--- config.mk ---
export PLATFORM = sky130hd
export DESIGN_NAME = crf_lane
export DESIGN_NICKNAME = d
export VERILOG_FILES = /design/src/design/crf_pkg.sv /design/src/design/crf_lane.sv
export SDC_FILE = /design/constraint.sdc
export NUM_CORES = 2
export LEC_CHECK = 0
export BUFFER_PORTS_ARGS = -buffer_cell sky130_fd_sc_hd__buf_2
export CELL_PAD_IN_SITES_DETAIL_PLACEMENT = 1
export CELL_PAD_IN_SITES_GLOBAL_PLACEMENT = 1
export CORE_AREA = 3 3 292 294
export CTS_BUF_LIST = sky130_fd_sc_hd__clkbuf_8 sky130_fd_sc_hd__clkbuf_16
export CTS_CLUSTER_SIZE = 14
export DETAILED_ROUTE_END_ITERATION = 16
export DIE_AREA = 0 0 295 297
export PLACE_DENSITY_LB_ADDON = 0.25
export SKIP_CTS_REPAIR_TIMING = 1
export SLEW_MARGIN = 20
export SYNTH_ARGS = -nofsm -noshare
export SYNTH_HDL_FRONTEND = slang
export SYNTH_SLANG_ARGS = --single-unit
--- constraint.sdc ---
create_clock -name clk -period 3 [get_ports clk]
set_input_delay 0.45 -clock clk [delete_from_list [all_inputs] [get_ports clk]]
set_output_delay 0.45 -clock clk [all_outputs]
set_load 0.03 [all_outputs]
--- src/design/crf_pkg.sv ---
package crf_pkg;

    localparam int unsigned WORD_W      = 32;
    localparam int unsigned NUM_WORDS   = 16;
    localparam int unsigned QR_WORDS    = 4;
    localparam int unsigned NUM_LANES   = 4;
    localparam int unsigned LANE_STAGES = 4;

    // role of a word inside a quarter-round group
    localparam int unsigned QA = 0;
    localparam int unsigned QB = 1;
    localparam int unsigned QC = 2;
    localparam int unsigned QD = 3;

    // half selector codes
    localparam logic [1:0] HALF_FULL   = 2'd0;
    localparam logic [1:0] HALF_FIRST  = 2'd1;
    localparam logic [1:0] HALF_SECOND = 2'd2;

    typedef logic [WORD_W-1:0] word_t;
    typedef word_t [QR_WORDS-1:0] quad_t;
    typedef word_t [NUM_WORDS-1:0] words_t;

    typedef struct packed {
        logic [63:0] state_pair_0;
        logic [63:0] state_pair_1;
        logic [63:0] state_pair_2;
        logic [63:0] state_pair_3;
        logic [63:0] state_pair_4;
        logic [63:0] state_pair_5;
        logic [63:0] state_pair_6;
        logic [63:0] state_pair_7;
        logic        inverse;
        logic        diagonal;
        logic [1:0]  half_select;
    } req_t;

    typedef struct packed {
        logic [63:0] result_pair_0;
        logic [63:0] result_pair_1;
        logic [63:0] result_pair_2;
        logic [63:0] result_pair_3;
        logic [63:0] result_pair_4;
        logic [63:0] result_pair_5;
        logic [63:0] result_pair_6;
        logic [63:0] result_pair_7;
    } rsp_t;

    typedef struct packed {
        logic inverse;
        logic do_first;
        logic do_second;
    } mode_t;

    // word index of each role, per lane
    localparam logic [3:0] GRP_COL [NUM_LANES][QR_WORDS] = '{
        '{4'd0, 4'd4, 4'd8,  4'd12},
        '{4'd1, 4'd5, 4'd9,  4'd13},
        '{4'd2, 4'd6, 4'd10, 4'd14},
        '{4'd3, 4'd7, 4'd11, 4'd15}
    };
    localparam logic [3:0] GRP_DIAG [NUM_LANES][QR_WORDS] = '{
        '{4'd0, 4'd5, 4'd10, 4'd15},
        '{4'd1, 4'd6, 4'd11, 4'd12},
        '{4'd2, 4'd7, 4'd8,  4'd13},
        '{4'd3, 4'd4, 4'd9,  4'd14}
    };

    // rotation used by each lane stage
    localparam int unsigned ROT_FWD [LANE_STAGES] = '{16, 12, 8, 7};
    localparam int unsigned ROT_INV [LANE_STAGES] = '{7, 8, 12, 16};

    function automatic word_t rotl(word_t v, int unsigned n);
        return (v << n) | (v >> (WORD_W - n));
    endfunction

    function automatic word_t rotr(word_t v, int unsigned n);
        return (v >> n) | (v << (WORD_W - n));
    endfunction

    // one add/sub step of a quarter round; second_op picks the c/b step
    // (forward) or the d/a step (inverse)
    function automatic quad_t qr_step(quad_t q, logic inv, logic second_op,
                                      int unsigned rot_f, int unsigned rot_i);
        quad_t r;
        r = q;
        if (!inv) begin
            if (!second_op) begin
                r[QA] = q[QA] + q[QB];
                r[QD] = rotl(q[QD] ^ r[QA], rot_f);
            end
            else begin
                r[QC] = q[QC] + q[QD];
                r[QB] = rotl(q[QB] ^ r[QC], rot_f);
            end
        end
        else begin
            if (!second_op) begin
                r[QB] = rotr(q[QB], rot_i) ^ q[QC];
                r[QC] = q[QC] - q[QD];
            end
            else begin
                r[QD] = rotr(q[QD], rot_i) ^ q[QA];
                r[QA] = q[QA] - q[QB];
            end
        end
        return r;
    endfunction

endpackage

--- src/design/crf_lane.sv ---
module crf_lane
    import crf_pkg::*;
(
    input  logic  clk,
    input  logic  adv,
    input  quad_t q_in,
    input  mode_t mode_in,
    output quad_t q_out
);

    quad_t q_reg    [LANE_STAGES];
    mode_t mode_reg [LANE_STAGES-1];

    for (genvar s = 0; s < LANE_STAGES; s++) begin : g_stage
        quad_t q_src;
        mode_t m_src;
        logic  en;
        quad_t q_next;

        if (s == 0) begin : g_first
            assign q_src = q_in;
            assign m_src = mode_in;
        end
        else begin : g_rest
            assign q_src = q_reg[s-1];
            assign m_src = mode_reg[s-1];
        end

        // inverse runs the 8/7 half first, so its early stages follow do_second
        if (s < LANE_STAGES / 2) begin : g_early
            assign en = m_src.inverse ? m_src.do_second : m_src.do_first;
        end
        else begin : g_late
            assign en = m_src.inverse ? m_src.do_first : m_src.do_second;
        end

        assign q_next = en ? qr_step(q_src, m_src.inverse, 1'(s % 2),
                                     ROT_FWD[s], ROT_INV[s])
                           : q_src;

        always_ff @(posedge clk)
        begin
            if (adv)
            begin
                q_reg[s] <= q_next;
            end
        end

        if (s < LANE_STAGES - 1) begin : g_mode
            always_ff @(posedge clk)
            begin
                if (adv)
                begin
                    mode_reg[s] <= m_src;
                end
            end
        end
    end

    assign q_out = q_reg[LANE_STAGES-1];

endmodule

==> results.py <==
metrics = {
    "run_status": {
        "status": "finished, violations left",
        "failed_checks": "negative setup slack",
    },
    "yosys": {
        "yosys_warnings": 0,
        "async_reset_ff_share_pct": 0,
        "synth-edff-count": 521,
        "yosysTopAreaCell": "edfxtp_1",
        "synth_area_leaders": "edfxtp_1 (43%), ha_1 (8.5%), xnor2_1 (8.4%)",
        "syn_avg_cell_area_um2": 9.63,
        "synth.distinct_cells": 93,
        "synth_nets": 4171,
        "synth-seq-cells": 521,
        "synth_top_area_share_pct": 43.0,
        "seq_area_frac_synth_pct": 43.0,
        "syn_inst": 3782,
        "syn_area_mm2": 0.0364,
        "synth_ff_type": "edfxtp_1",
    },
    "critical_path": {
        "crit_fanout": 3,
        "crit_path_top_delay_cell": "edfxtp_1",
        "cp.arrival_ps": 3880,
        "critPathKind": "flip-flop to flip-flop",
        "critical_path_buf_inv_count": 4,
        "critPathRequiredTime_ps": 3340,
        "max_stage_delay_ps": 440,
        "critPathTopFamily": "compound AO/OA/AOI/OAI gates",
        "start_kind": "flip-flop",
        "crit_path_end_kind": "flip-flop",
        "crit_chain": "buf_6 > fa_2 > a211o_1 > a21oi_4 > o31a_1 > o31ai_4 > buf_4 > buf_6 > o2bb2ai_2 > o21ai_1 > nand2b_1 > xnor2_2 > xnor2_1 > buf_4 > o21ai_2",
    },
    "final_layout": {
        "final_core_util_pct": 60.4,
        "layout_commonest_cell": "buf_4",
        "largest_reg_flops": 512,
        "n_antenna_cell": 0,
        "num-nets-final": 5279,
        "final_area_mm2": 0.0502,
        "instances_no_fill": 6014,
        "final_cell_mix": "buf_4 (877), nand2_1 (581), edfxtp_1 (521)",
        "num-fill-cells": 9258,
        "syn2layout_area_growth_pct": 37.8,
        "drive_gt1_share_pct": 34.6,
    },
    "global_routing": {
        "grt_usage_pct": 33.8,
        "grt_pass1_vias": 34804,
        "grt_pass1_wl_um": 218000,
        "antenna_found_initial": 0,
        "overflow": 0,
        "grt_max_degree": 105,
    },
    "cts": {
        "ctsRootBufferMaster": "clkbuf_16",
        "cts_tree": "done",
        "clk_pin_slew_ps": 70,
        "clock_latency_ps": 630,
        "cts.sinks": 521,
        "numCtsBuffers": 56,
        "htreeDepth": 2,
        "cts_buffer_depth": 3,
    },
    "sta": {
        "setup_slack_ps": -535,
        "rsz0062_at_grt": "true",
        "hold_viol": 0,
        "finalSetupViolCount": 103,
        "finalCriticalPeriod_ps": 3540,
        "clock.fmax_mhz": 283,
        "tns_ps": -20780,
        "relSlewSlack_pct": 35.5,
        "period_share_pct": 118,
        "fin_worst_skew_ps": 35.0,
        "slew_viol_final": 0,
        "holdWs_ps": 54.8,
        "max_slew.worst_pin.slew_ps": 968,
    },
    "placement": {
        "dp_hpwl_um": 128000,
        "place.gp.congestion": 1.04,
        "place_ws_ps": -931,
        "placed_cell_area_mm2": 0.0452,
        "port_buffers": 260,
        "place_inst": 5837,
    },
    "detailed_routing": {
        "vias": 33936,
        "drt-wirelength-per-cell_um": 26.6,
        "first_pass_iters": 5,
        "totalWireLength_um": 160000,
        "antenna_left": 0,
        "drc_errors": 0,
        "first_iter_violations": 2080,
        "vias_per_cell": 5.64,
    },
    "pwr": {
        "swShare_pct": 38.6,
        "p_sw_mw": 13.0,
        "power.leakage_nw": 21.9,
        "p_int_mw": 20.6,
        "power_frac_clock_pct": 21.8,
        "seqPwrFrac_pct": 30.3,
        "p_total_mw": 33.6,
        "peakVddDrop_v": 0.000492,
        "power_density_mw_per_mm2": 669,
        "p_comb_share_pct": 47.9,
    },
    "min_path": {
        "hp-class": "input port to flip-flop",
    },
    "die": {
        "pin_count": 261,
        "die_h_um": 297,
        "std_cell_rows": 106,
        "core-area_mm2": 0.0832,
        "die_x_um": 295,
        "initial_utilization_pct": 43.8,
        "dieArea_mm2": 0.0876,
    },
    "run": {
        "drv_cap": 0,
    },
}
## cell families (layout without fill, tap and decap cells)
group                      Yosys count  in the layout  synth area share [%]
AOI/OAI and AO/OA                 1155           1155                  19.4
and+or+nand+nor                    997            997                  12.1
DFF                                521            521                  43.0
xor gates and xnor gates           467            467                  11.6
buffers and inverters              333           1485                  3.44
adders and majority gates          256            256                  8.96
muxes                               53             53                  1.61
## power by group through the flow
| stage | logic, mW | clock network (mW) | registers (mW) |
|---|---|---|---|
| CTS | 13.8 | 7.34 | 10.1 |
| detailed placement | 13.7 | 0 | 10.3 |
| global route | 17.0 | 7.67 | 10.3 |
| finish | 16.1 | 7.31 | 10.2 |
| floorplan | 6.83 | 0 | 10.4 |
| global placement | 13.3 | 0 | 10.2 |
## area by class of cell
type	instances	area (um2)	share of cell area [%]
Clock buffer	57	1430	2.84
Clock inverter	45	469	0.935
Inverter	196	738	1.47
Multi-Input combinational cell	2928	22000	43.8
Sequential cell	521	15600	31.2
Tap cell	1080	1350	2.69
Timing Repair Buffer	1187	8570	17.1
## cell usage after synthesis, types with 8 or more instances
master and number:
ha_1 248, inv_1 196, nand2_1 598, nor3_1 40, o211ai_1 24, buf_1 13
o21bai_1 26, o21ai_1 49, a21oi_1 225, clkbuf_1 122, nand2b_1 44, fa_1 8
nand4_1 24, o21a_1 38, or2_2 13, nand3_1 50, or3_1 13, nor4_1 10
and2_1 15, a211oi_1 21, o31ai_1 25, and3_1 19, a21o_1 107, xnor2_1 350
a211o_1 15, a31oi_1 20, nor2b_1 23, xor2_1 108, edfxtp_1 521, o21ai_0 490
mux2_2 46, a41oi_1 8, xnor3_1 9, nor2_1 118
## metal layers
layer | global-route usage (%) | vias to the layer above | part of all wire, %
li1 | - | 15871 | -
met1 | 37.9 | 16558 | 38
met2 | 58.0 | 1083 | 48
met3 | 2.69 | 424 | 3.5
met4 | 28.9 | 0 | 10
met5 | 0 | - | 0
## final timing paths
check / from / endpoint / slack (ps) / depth (start not counted)
setup / recovery: q_reg[0][65] / q_reg[1][32] / -540 / 15
hold / removal: mode_in[1] / mode_reg[0][1] / 50 / 1
setup reg to reg: q_reg[0][65] / q_reg[1][32] / -540 / 15
hold reg to reg: mode_reg[0][3] / mode_reg[0][6] / 600 / 0
Note: power is estimated with default switching activity, not from simulation.
