## src/design/crf_pkg.sv

```systemverilog
package crf_pkg;

    localparam int unsigned WORD_W      = 32;
    localparam int unsigned NUM_WORDS   = 16;
    localparam int unsigned QR_WORDS    = 4;
    localparam int unsigned NUM_LANES   = 4;
    localparam int unsigned LANE_STAGES = 4;

    // role of a word inside a quarter-round group
    localparam int unsigned QA = 0;
    localparam int unsigned QB = 1;
    localparam int unsigned QC = 2;
    localparam int unsigned QD = 3;

    // half selector codes
    localparam logic [1:0] HALF_FULL   = 2'd0;
    localparam logic [1:0] HALF_FIRST  = 2'd1;
    localparam logic [1:0] HALF_SECOND = 2'd2;

    typedef logic [WORD_W-1:0] word_t;
    typedef word_t [QR_WORDS-1:0] quad_t;
    typedef word_t [NUM_WORDS-1:0] words_t;

    typedef struct packed {
        logic [63:0] state_pair_0;
        logic [63:0] state_pair_1;
        logic [63:0] state_pair_2;
        logic [63:0] state_pair_3;
        logic [63:0] state_pair_4;
        logic [63:0] state_pair_5;
        logic [63:0] state_pair_6;
        logic [63:0] state_pair_7;
        logic        inverse;
        logic        diagonal;
        logic [1:0]  half_select;
    } req_t;

    typedef struct packed {
        logic [63:0] result_pair_0;
        logic [63:0] result_pair_1;
        logic [63:0] result_pair_2;
        logic [63:0] result_pair_3;
        logic [63:0] result_pair_4;
        logic [63:0] result_pair_5;
        logic [63:0] result_pair_6;
        logic [63:0] result_pair_7;
    } rsp_t;

    typedef struct packed {
        logic inverse;
        logic do_first;
        logic do_second;
    } mode_t;

    // word index of each role, per lane
    localparam logic [3:0] GRP_COL [NUM_LANES][QR_WORDS] = '{
        '{4'd0, 4'd4, 4'd8,  4'd12},
        '{4'd1, 4'd5, 4'd9,  4'd13},
        '{4'd2, 4'd6, 4'd10, 4'd14},
        '{4'd3, 4'd7, 4'd11, 4'd15}
    };
    localparam logic [3:0] GRP_DIAG [NUM_LANES][QR_WORDS] = '{
        '{4'd0, 4'd5, 4'd10, 4'd15},
        '{4'd1, 4'd6, 4'd11, 4'd12},
        '{4'd2, 4'd7, 4'd8,  4'd13},
        '{4'd3, 4'd4, 4'd9,  4'd14}
    };

    // rotation used by each lane stage
    localparam int unsigned ROT_FWD [LANE_STAGES] = '{16, 12, 8, 7};
    localparam int unsigned ROT_INV [LANE_STAGES] = '{7, 8, 12, 16};

    function automatic word_t rotl(word_t v, int unsigned n);
        return (v << n) | (v >> (WORD_W - n));
    endfunction

    function automatic word_t rotr(word_t v, int unsigned n);
        return (v >> n) | (v << (WORD_W - n));
    endfunction

    // one add/sub step of a quarter round; second_op picks the c/b step
    // (forward) or the d/a step (inverse)
    function automatic quad_t qr_step(quad_t q, logic inv, logic second_op,
                                      int unsigned rot_f, int unsigned rot_i);
        quad_t r;
        r = q;
        if (!inv) begin
            if (!second_op) begin
                r[QA] = q[QA] + q[QB];
                r[QD] = rotl(q[QD] ^ r[QA], rot_f);
            end
            else begin
                r[QC] = q[QC] + q[QD];
                r[QB] = rotl(q[QB] ^ r[QC], rot_f);
            end
        end
        else begin
            if (!second_op) begin
                r[QB] = rotr(q[QB], rot_i) ^ q[QC];
                r[QC] = q[QC] - q[QD];
            end
            else begin
                r[QD] = rotr(q[QD], rot_i) ^ q[QA];
                r[QA] = q[QA] - q[QB];
            end
        end
        return r;
    endfunction

endpackage

```

## src/design/crf_merge.sv

```systemverilog
module crf_merge
    import crf_pkg::*;
(
    input  quad_t q    [NUM_LANES],
    input  logic  diagonal,
    output rsp_t  rsp
);

    words_t w_col;
    words_t w_diag;
    words_t w;

    // scatter each lane's four words back to their state positions
    always_comb
    begin
        w_col  = '0;
        w_diag = '0;
        for (int k = 0; k < NUM_LANES; k++)
        begin
            for (int j = 0; j < QR_WORDS; j++)
            begin
                w_col[GRP_COL[k][j]]   = q[k][j];
                w_diag[GRP_DIAG[k][j]] = q[k][j];
            end
        end
        w = diagonal ? w_diag : w_col;

        rsp.result_pair_0 = w[1:0];
        rsp.result_pair_1 = w[3:2];
        rsp.result_pair_2 = w[5:4];
        rsp.result_pair_3 = w[7:6];
        rsp.result_pair_4 = w[9:8];
        rsp.result_pair_5 = w[11:10];
        rsp.result_pair_6 = w[13:12];
        rsp.result_pair_7 = w[15:14];
    end

endmodule

```

## config.mk

```make
export PLATFORM = sky130hd
export DESIGN_NAME = crf_merge
export DESIGN_NICKNAME = d
export VERILOG_FILES = /design/src/design/crf_pkg.sv /design/src/design/crf_merge.sv
export SDC_FILE = /design/constraint.sdc
export NUM_CORES = 1
export LEC_CHECK = 0
export BUFFER_PORTS_ARGS = -buffer_cell sky130_fd_sc_hd__buf_2
export CORE_AREA = 5 5 401 403
export DETAILED_ROUTE_END_ITERATION = 6
export DIE_AREA = 0 0 406 408
export GPL_TIMING_DRIVEN = 0
export SLEW_MARGIN = 20
export SYNTH_ARGS = -nofsm -noshare
export SYNTH_HDL_FRONTEND = slang
export SYNTH_SLANG_ARGS = --single-unit
```

## constraint.sdc

```tcl
create_clock -name vclk -period 1.5
set_input_delay 0.3 -clock vclk [all_inputs]
set_output_delay 0.3 -clock vclk [all_outputs]
set_load 0.01 [all_outputs]
```

==> impl_results.md, run 1 <==
* Combinational cell fraction of total power at 100.0%
* Final Cycle Share at 120%
* GP Congestion at 1.22
* Delay-heaviest family, CP: buffers and inverters
* Met2 Usage GRT at 21.5%
* Power per Cell Area at 414 mW/mm²
* Mapped Avg Cell Area at 10.5 µm²
* Core box area at 0.157 mm²
* Worst min-delay path class: input port to output port
* Distinct cells, synth at 6
* Seq/Total Area, Yosys at 0%
* Max Slew Vio Count at 0
* Switch share at 56.1%
* Wire per inst at 32.6 µm
* Clock period minus final worst setup slack at 1.80 ns
* Final Core Density at 9.43%
* DIE WIDTH at 406 µm
* Final net count at 1983
* GR Util met3 at 6.71%
* Unrepaired setup endpoints after global routing: true
* Internal at 2.69 mW
* Initial Utilization at 3.71%
* WP buf/inv at 6
* Dpl ws at -0.776 ns
* Slew margin rel. at 68.3%
* Worst hold slack at 0.785 ns
* Slowest stage delay, CP at 0.31 ns
* Hold Fails Final Rpt at 0
* Yosys warns at 0
* Max-cap violations at 0
* Vias per cell at ~2.7
* Drt drc at 11
* Gr ovfl total at 0
* Flop pwr share at 0%
* Status: finished, violations left
* DR pass1 iterations at 7
* Critical path capture point type: output port
* Worst setup path end: rsp[113]
* Die H at 408 µm
* Leakage dissipation at 6.96 nW
* Initial antenna violation count at 115
* Antenna-violating nets left at 0
* Total vias in the final route at approximately 9800
* CP Max Fanout at 6
* Critical path cell sequence: buf_16 -> buf_16 -> buf_12 -> buf_12 -> buf_16 -> mux2_4 -> buf_6
* Dpl hpwl at 110 mm
* Startpoint types: input port
* Grt met1 use at ~14%
* Largest net degree at the start of global routing at 11
* Setup-failing EPs final at roughly 380
* Pin slew with the least headroom to its limit at roughly 0.48 ns
* Storage cell area at 0 µm²
* Clock buffers at 0
* CP required at 1.20 ns
* Slowest CP cell: mux2_4
* Worst IR Drop VDD at 438 µV
* Crit. Startpoint: diagonal
* Area growth, synth to finish at 154%
* Share of cells above drive strength 1 at 99.6%
* Sw Pwr at 3.44 mW
* First-pass GRT wire length at approximately 130 mm
* Failing checks: design-rule violations, negative setup slack
* Synth area leader: mux2_2
* # IOs at 1025
* Commonest non-fill, non-tap cells in the layout: buf_2, mux2_2, buf_4
* F_max at 0.556 GHz
* Row count at 146
* Post-Synthesis Net Count at 1068
* Crit path DAT at 1.50 ns
* Top cell type's share of synthesized area at 67.3%
* Initial DRC count at 854
* Placed cell count at 3523
* GR peak layer: met2
* Seq_cells at 0
* Layout Cells excl Fill at 3595
* Vias in the first global route at between 9000 and 10000
* CTS hold repair buffers at 0
* Total GRT Usage at between 10% and 20%
* Commonest non-fill, non-tap cell in the layout: buf_2
* Setup Crit Path Kind: input port to output port
* Port Buffer Count at 896
* Critical path depth in cells at 7
* Ranking of synthesized cells by area: mux2_2, buf_4, buf_6
* Worst path most repeated cell: buf_16
* Synth Instances at ~560
* Synthesized area at 0.00583 mm²
* Total Wirelength at approximately 120 mm
* Clk pwr share at 0%
* Die area at 0.166 mm²
* Post-route worst setup slack at -0.297 ns
-- cell usage after synthesis, drive strengths merged --
| master | n |
|---|---|
| mux2 | 384 |
| buf | 171 |
-- layer usage --
layer	vias to the layer above	part of all wire (%)
li1	3821	-
met1	4728	37
met2	902	45
met3	296	12
met4	82	4.9
met5	-	0.80
-- power by group through the flow --
stage / Sequential, mW / Clock, mW / Combinational [mW]
after global placement: 0 / 0 / 5.41
final: 0 / 0.00000495 / 6.13
after global routing: 0 / 0.00000224 / 6.31
after detailed placement: 0 / 0 / 5.44
after CTS: 0 / 0 / 6.01
after floorplan: 0 / 0 / 2.03
-- worst min path at each step --
stage,startpoint,to,cells after the start
floorplan,q[128],rsp[384],1
global placement,q[7],rsp[423],2
detailed placement,q[395],rsp[459],2
CTS,q[395],rsp[459],2
global route,q[398],rsp[462],2
finish,q[130],rsp[386],2
-- through the flow --
| step | TNS [ns] | cell area [µm²] | total power, mW |
|---|---|---|---|
| floorplan | 0 | 5830 | 2.03 |
| CTS | -72.53 | 14200 | 6.01 |
| global placement | -202.29 | 12900 | 5.41 |
| global route | -78.63 | 14700 | 6.31 |
| detailed placement | -203.92 | 12900 | 5.44 |
| finish | -68.72 | 14800 | 6.13 |
-- what timing repair did --
action,CTS,global route
endpoints found under the setup margin,384,384
setup buffers,9,2
cloned,1,5
resized for setup,305,89
-- area by class of cell --
| type | instances | area (µm²) |
|---|---|---|
| Buffer | 171 | 1730 |
| Timing Repair Buffer | 913 | 5560 |
| Multi-Input combinational cell | 384 | 4790 |
| Antenna cell | 55 | 138 |
| Fill cell | 18300 | 142000 |
| Tap cell | 2072 | 2590 |
-- logic make-up (layout without fill, tap and decap cells) --
group	after synthesis	count (layout)	share of synthesized area, %
other cells	0	55	0
buf+inv	171	1084	24.5
mux	384	384	75.5
No activity file was read; power rests on OpenSTA's default activity.
==> run 2: changes to the inputs <==
==> constraint.sdc (replaced) <==
create_clock -name vclk -period 1.5
set_input_delay 0 -clock vclk [all_inputs]
set_output_delay 0 -clock vclk [all_outputs]
set_load 0.01 [all_outputs]
==> run 2 against run 1 <==
Net effect:
- the flow now finishes without violations
- non-clock buffer count fell by 17
- die area did not move
- core utilization fell by 1.1 points
- combinational power fell by 12%
- total power fell by 12%
- worst hold slack got worse by 0.60 ns
- via count fell by 1.6%
- flip-flop and latch count did not move
- largest cell class unchanged
==> impl_results.md, run 2 (synthesis results as in run 1) <==
* Status: complete, no violations
* Core box area at 0.157 mm² (unchanged)
* Commonest non-fill, non-tap cells in the layout: buf_2, mux2_2, buf_4
* Total vias in the final route at 9672 (-1.6%)
* Final Core Density at 8.31% (-1.1 points)
* Setup-failing EPs final at 0 (-100%)
* F_max at 0.709 GHz (+27%)
* CP required at 1.50 ns (+0.30 ns)
* Storage cell area at 0 µm² (unchanged)
* Pin slew with the least headroom to its limit at 0.493 ns (+0.0179 ns)
* Vias per cell at 2.70 (-1.1%)
* Die H at 408 µm (unchanged)
* Dpl ws at -0.176 ns (+0.600 ns)
* Hold depth at 2 (unchanged)
* Initial DRC count at 866 (+1.4%)
* Post-route worst setup slack at 0.0899 ns (+0.387 ns)
* Port Buffer Count at 896 (unchanged)
* Unrepaired setup endpoints after global routing: false
* First-pass GRT wire length at 134 mm (-0.74%)
* Total GRT Usage at 13.0% (-0.085 points)
* Placed cell areas at 0.0129 mm² (unchanged)
* Delay-heaviest family, CP: buffers and inverters
* Leakage dissipation at 5.99 nW (-14%)
* Wire per inst at 32.3 µm (-1.1%)
* Metal2 WL at 52.1 mm (-2.2%)
* Fillers at 18400 (+1.0%)
* Slowest CP cell: mux2_1
* Slowest stage delay, CP at 0.43 ns (+0.12 ns)
* Initial Utilization at 3.71% (unchanged)
* Worst min-delay path class: input port to output port
* Final Cycle Share at 94.0% (-26 points)
* Vias in the first global route at 9241 (-1.7%)
* M1 WL at 42.7 mm (-0.51%)
* Die area at 0.166 mm² (unchanged)
* Critical path cell sequence: buf_4 -> buf_8 -> buf_6 -> mux2_1 -> buf_2
* DIE WIDTH at 406 µm (unchanged)
* Layout Cells excl Fill at 3577 (-0.50%)
* Largest net degree at the start of global routing at 11 (unchanged)
* Power per Cell Area at 414 mW/mm² (about the same)
* Final net count at 1966 (-0.86%)
* Antenna-violating nets left at 0 (unchanged)
* Gr ovfl total at 0 (unchanged)
* Max-cap violations at 0 (unchanged)
* DR pass1 iterations at 6 (-1)
* Drt drc at 0 (-11)
* Hold Fails Final Rpt at 0 (unchanged)
* Top Layer Used: met5
* Total Wirelength at 115 mm (-1.6%)
* Final instance area at 0.0130 mm² (-12%)
* Clock buffers at 0 (unchanged)
* Area growth, synth to finish at 124%
* Placed cell count at 3523 (unchanged)
* Max Slew Vio Count at 0 (unchanged)
* Critical path capture point type: output port
* Dpl hpwl at 110 mm (unchanged)
* CP Max Fanout at 10 (+4)
* # IOs at 1025 (unchanged)
* WP buf/inv at 4 (-2)
* Seq_cells at 0 (unchanged)
* Clock period minus final worst setup slack at 1.41 ns (-0.387 ns)
* Multi-input gate area at 0.00440 mm² (-8.1%)
* # Post-CTS Setup Buffers at 0 (-9)
* Share of cells above drive strength 1 at 98.9% (-0.69 points)
* Row count at 146 (unchanged)
* Startpoint types: input port
* Initial antenna violation count at 124 (+7.8%)
* Slew margin rel. at 67.1% (-1.2 points)
* Setup Crit Path Kind: input port to output port
* Met3 wire length at 14.1 mm (-1.9%)
* Critical path depth in cells at 5 (-2)
* Worst IR Drop VDD at 407 µV (-7.0%)
* GP Congestion at 1.22 (unchanged)
* Commonest non-fill, non-tap cell in the layout: buf_2
* Crit path DAT at 1.41 ns (-0.09 ns)
-- run 2: cell types whose count changed in the layout (fill, tap and decap cells not counted), sizes merged --
cell    change
buf        -12
clkbuf      -5
diode       -1
-- run 2: final cells by class --
class / instances / share of cell area, %
buffer: 171 / 11.0
multi-input combinational: 384 / 33.7
timing repair buffer: 896 / 34.4
antenna: 54 / 1.04
tap: 2072 / 19.9
-- run 2: through the flow --
stage / power (mW) / TNS, ns / hold WS, ns
after floorplan: 2.03 / 0 / 0.0918
after global placement: 5.41 / -5.41 / 0.187
after detailed placement: 5.44 / -5.62 / 0.186
after CTS: 5.47 / -0.00398 / 0.186
after global routing: 5.54 / 0 / 0.190
final: 5.40 / 0 / 0.184
-- run 2: routing by layer --
| layer | global-route usage, % | up-vias |
|---|---|---|
| met3 | 6.92 | 318 |
| met5 | 0.848 | - |
| met2 | 21.3 | 881 |
| li1 | - | 3788 |
| met1 | 14.2 | 4599 |
| met4 | 4.33 | 86 |
-- run 2: final timing paths --
kind     start  endpoint
max   diagonal  rsp[122]
min      q[27]  rsp[443]
-- run 2: repair_timing --
action                                  CTS  global route
hold buffers                              0             0
endpoints found under the setup margin  102             0
resized for setup                         3             0
-- run 2: report_power, final --
group | total, mW | internal [mW] | switching [mW]
sequential | 0 | 0 | 0
clock | 0.00000494 | 0.00000494 | 0
combinational | 5.40 | 2.08 | 3.32
==> run 3: changes to the inputs <==
Settings changed: CORE_AREA 5 5 401 403 to 2 2 398 400, DIE_AREA 0 0 406 408 to 0 0 400 402.
==> run 3 against run 2 <==
Net effect:
- via count decreased by 2.3%
- non-clock buffer count unchanged
- final cell count decreased by 0.22%
- critical endpoint is now rsp[34]
- die area decreased by 2.9%
- largest cell class unchanged
- sequential share of layout area unchanged
- highest routed layer unchanged
- core utilization about the same
- critical path depth unchanged
- routed wire length decreased by 9.5%
- combinational power decreased by 5.2%
- total power decreased by 5.2%
- maximum frequency increased by 2.2%
==> impl_results.md, run 3 (synthesis results as in run 1) <==
* Status: complete, no violations
* Hold depth at 2 (unchanged)
* Area growth, synth to finish at 124%
* Setup-failing EPs final at 0 (unchanged)
* Clk pwr share at 0% (unchanged)
* Commonest non-fill, non-tap cells in the layout: buf_2, mux2_2, buf_4
* F_max at 0.725 GHz (+2.2%)
* Final Cycle Share at 92.0% (-2.0 points)
* Placed cell areas at 0.0129 mm² (unchanged)
* Worst min-delay path class: input port to output port
* Setup Crit Path Kind: input port to output port
* Seq_cells at 0 (unchanged)
* Total vias in the final route at 9446 (-2.3%)
* Die area at 0.161 mm² (-2.9%)
* CP required at 1.50 ns (about the same)
* Worst IR Drop VDD at 202 µV (-50%)
* Worst Hold Endpoint: rsp[443]
* Final Power at 5.12 mW (-5.2%)
* Initial Utilization at 3.71% (unchanged)
* Share of cells above drive strength 1 at 98.9% (unchanged)
* Initial DRC count at 726 (-16%)
* Power per Cell Area at 393 mW/mm² (-5.0%)
* Dpl hpwl at 99.3 mm (-9.9%)
* Core box area at 0.157 mm² (unchanged)
* Fillers at 18400 (+0.016%)
* Delay-heaviest family, CP: buffers and inverters
* Vias per cell at 2.65 (-2.1%)
* Largest net degree at the start of global routing at 11 (unchanged)
* Switch share at 59.4% (-2.0 points)
* DR pass1 iterations at 5 (-1)
* Hold Fails Final Rpt at 0 (unchanged)
* Gr ovfl total at 0 (unchanged)
* Clock period minus final worst setup slack at 1.38 ns (-0.0307 ns)
* DIE WIDTH at 400 µm (-1.5%)
* Leakage dissipation at 5.99 nW (about the same)
* Internal at 2.08 mW (-0.22%)
* WP buf/inv at 4 (unchanged)
* Vias in the first global route at 8617 (-6.8%)
* Clock buffers at 0 (unchanged)
* Port Buffer Count at 896 (unchanged)
* Critical path capture point type: output port
* Slowest CP cell: mux2_2
* Final instance area at 0.0130 mm² (-0.14%)
* Final net count at 1966 (unchanged)
* Hold wc startpoint: q[27]
* Multi-input gate area at 0.00440 mm² (unchanged)
* Unrepaired setup endpoints after global routing: false
* Worst hold slack at 0.182 ns (-0.00187 ns)
* Slowest stage delay, CP at 0.41 ns (-0.02 ns)
* Antenna-violating nets left at 0 (unchanged)
* Worst path most repeated cell: buf_6
* Total GRT Usage at 12.1% (-0.91 points)
* Critical path cell sequence: buf_4 -> buf_6 -> buf_6 -> mux2_2 -> buf_2
* Post-route worst setup slack at 0.121 ns (+0.0307 ns)
* Combinational cell fraction of total power at 100.0% (about the same)
* Dpl ws at -0.212 ns (-0.0360 ns)
* Max Slew Vio Count at 0 (unchanged)
* # IOs at 1025 (unchanged)
* Storage cell area at 0 µm² (unchanged)
* Total Wirelength at 104 mm (-9.5%)
* Max-cap violations at 0 (unchanged)
* Crit path DAT at 1.38 ns (-0.03 ns)
* Wire per inst at 29.3 µm (-9.3%)
* Pin slew with the least headroom to its limit at 0.374 ns (-0.120 ns)
* GP Congestion at 1.17 (-3.9%)
* Commonest non-fill, non-tap cell in the layout: buf_2
* CP Max Fanout at 10 (unchanged)
* Row count at 146 (unchanged)
* First-pass GRT wire length at 120 mm (-11%)
* Slew margin rel. at 75.3% (+8.2 points)
* Die H at 402 µm (-1.5%)
* Flop pwr share at 0% (unchanged)
* Sw Pwr at 3.05 mW (-8.3%)
* Drt drc at 0 (unchanged)
* Initial antenna violation count at 105 (-15%)
* Startpoint types: input port
-- run 3: cell types whose count changed in the layout (fill, tap and decap cells not counted), sizes merged --
| cell | previous run | this run |
|---|---|---|
| diode | 54 | 46 |
-- run 3: power by group through the flow --
stage          Combinational [mW]   Clock, mW  Sequential, mW
2_1_floorplan                2.03           0               0
6_report                     5.12  0.00000428               0
3_5_place_dp                 5.20           0               0
5_1_grt                      5.33  0.00000187               0
3_3_place_gp                 5.18           0               0
4_1_cts                      5.23           0               0
-- run 3: final cells by class --
type	count	area share [%]
Timing Repair Buffer	896	34.4
Multi-Input combinational cell	384	33.8
Tap cell	2072	19.9
Buffer	171	11.0
Antenna cell	46	0.884
-- run 3: how the worst max path moves through the flow --
stage             start       end  cells after the start
6_report       diagonal   rsp[34]                      5
5_1_grt        diagonal   rsp[33]                      5
4_1_cts        diagonal   rsp[33]                      5
3_5_place_dp   diagonal   rsp[98]                      5
3_3_place_gp   diagonal   rsp[98]                      5
2_1_floorplan  diagonal  rsp[122]                      4
-- run 3: metal layers --
metal / vias to the layer above / wire length (µm) / track usage, %
li1: 3773 / - / -
met1: 4520 / 39000 / 13.5
met2: 839 / 47400 / 19.8
met3: 216 / 14200 / 7.05
met4: 98 / 3140 / 2.24
met5: - / 708 / 0
-- run 3: metrics by stage --
| step | setup TNS (ns) | utilization, % | instances |
|---|---|---|---|
| floorplan | 0 | - | 555 |
| global placement | -10.73 | 8.21 | 3523 |
| detailed placement | -8.77 | 8.21 | 3523 |
| CTS | 0 | 8.22 | 3523 |
| global route | 0 | 8.25 | 3544 |
| finish | 0 | 8.29 | 3569 |
-- run 3: what timing repair did --
item	in CTS	in global routing
hold buffers	0	0
endpoints found under the setup margin	122	0
buffers inserted	0	0
resized for setup	3	0
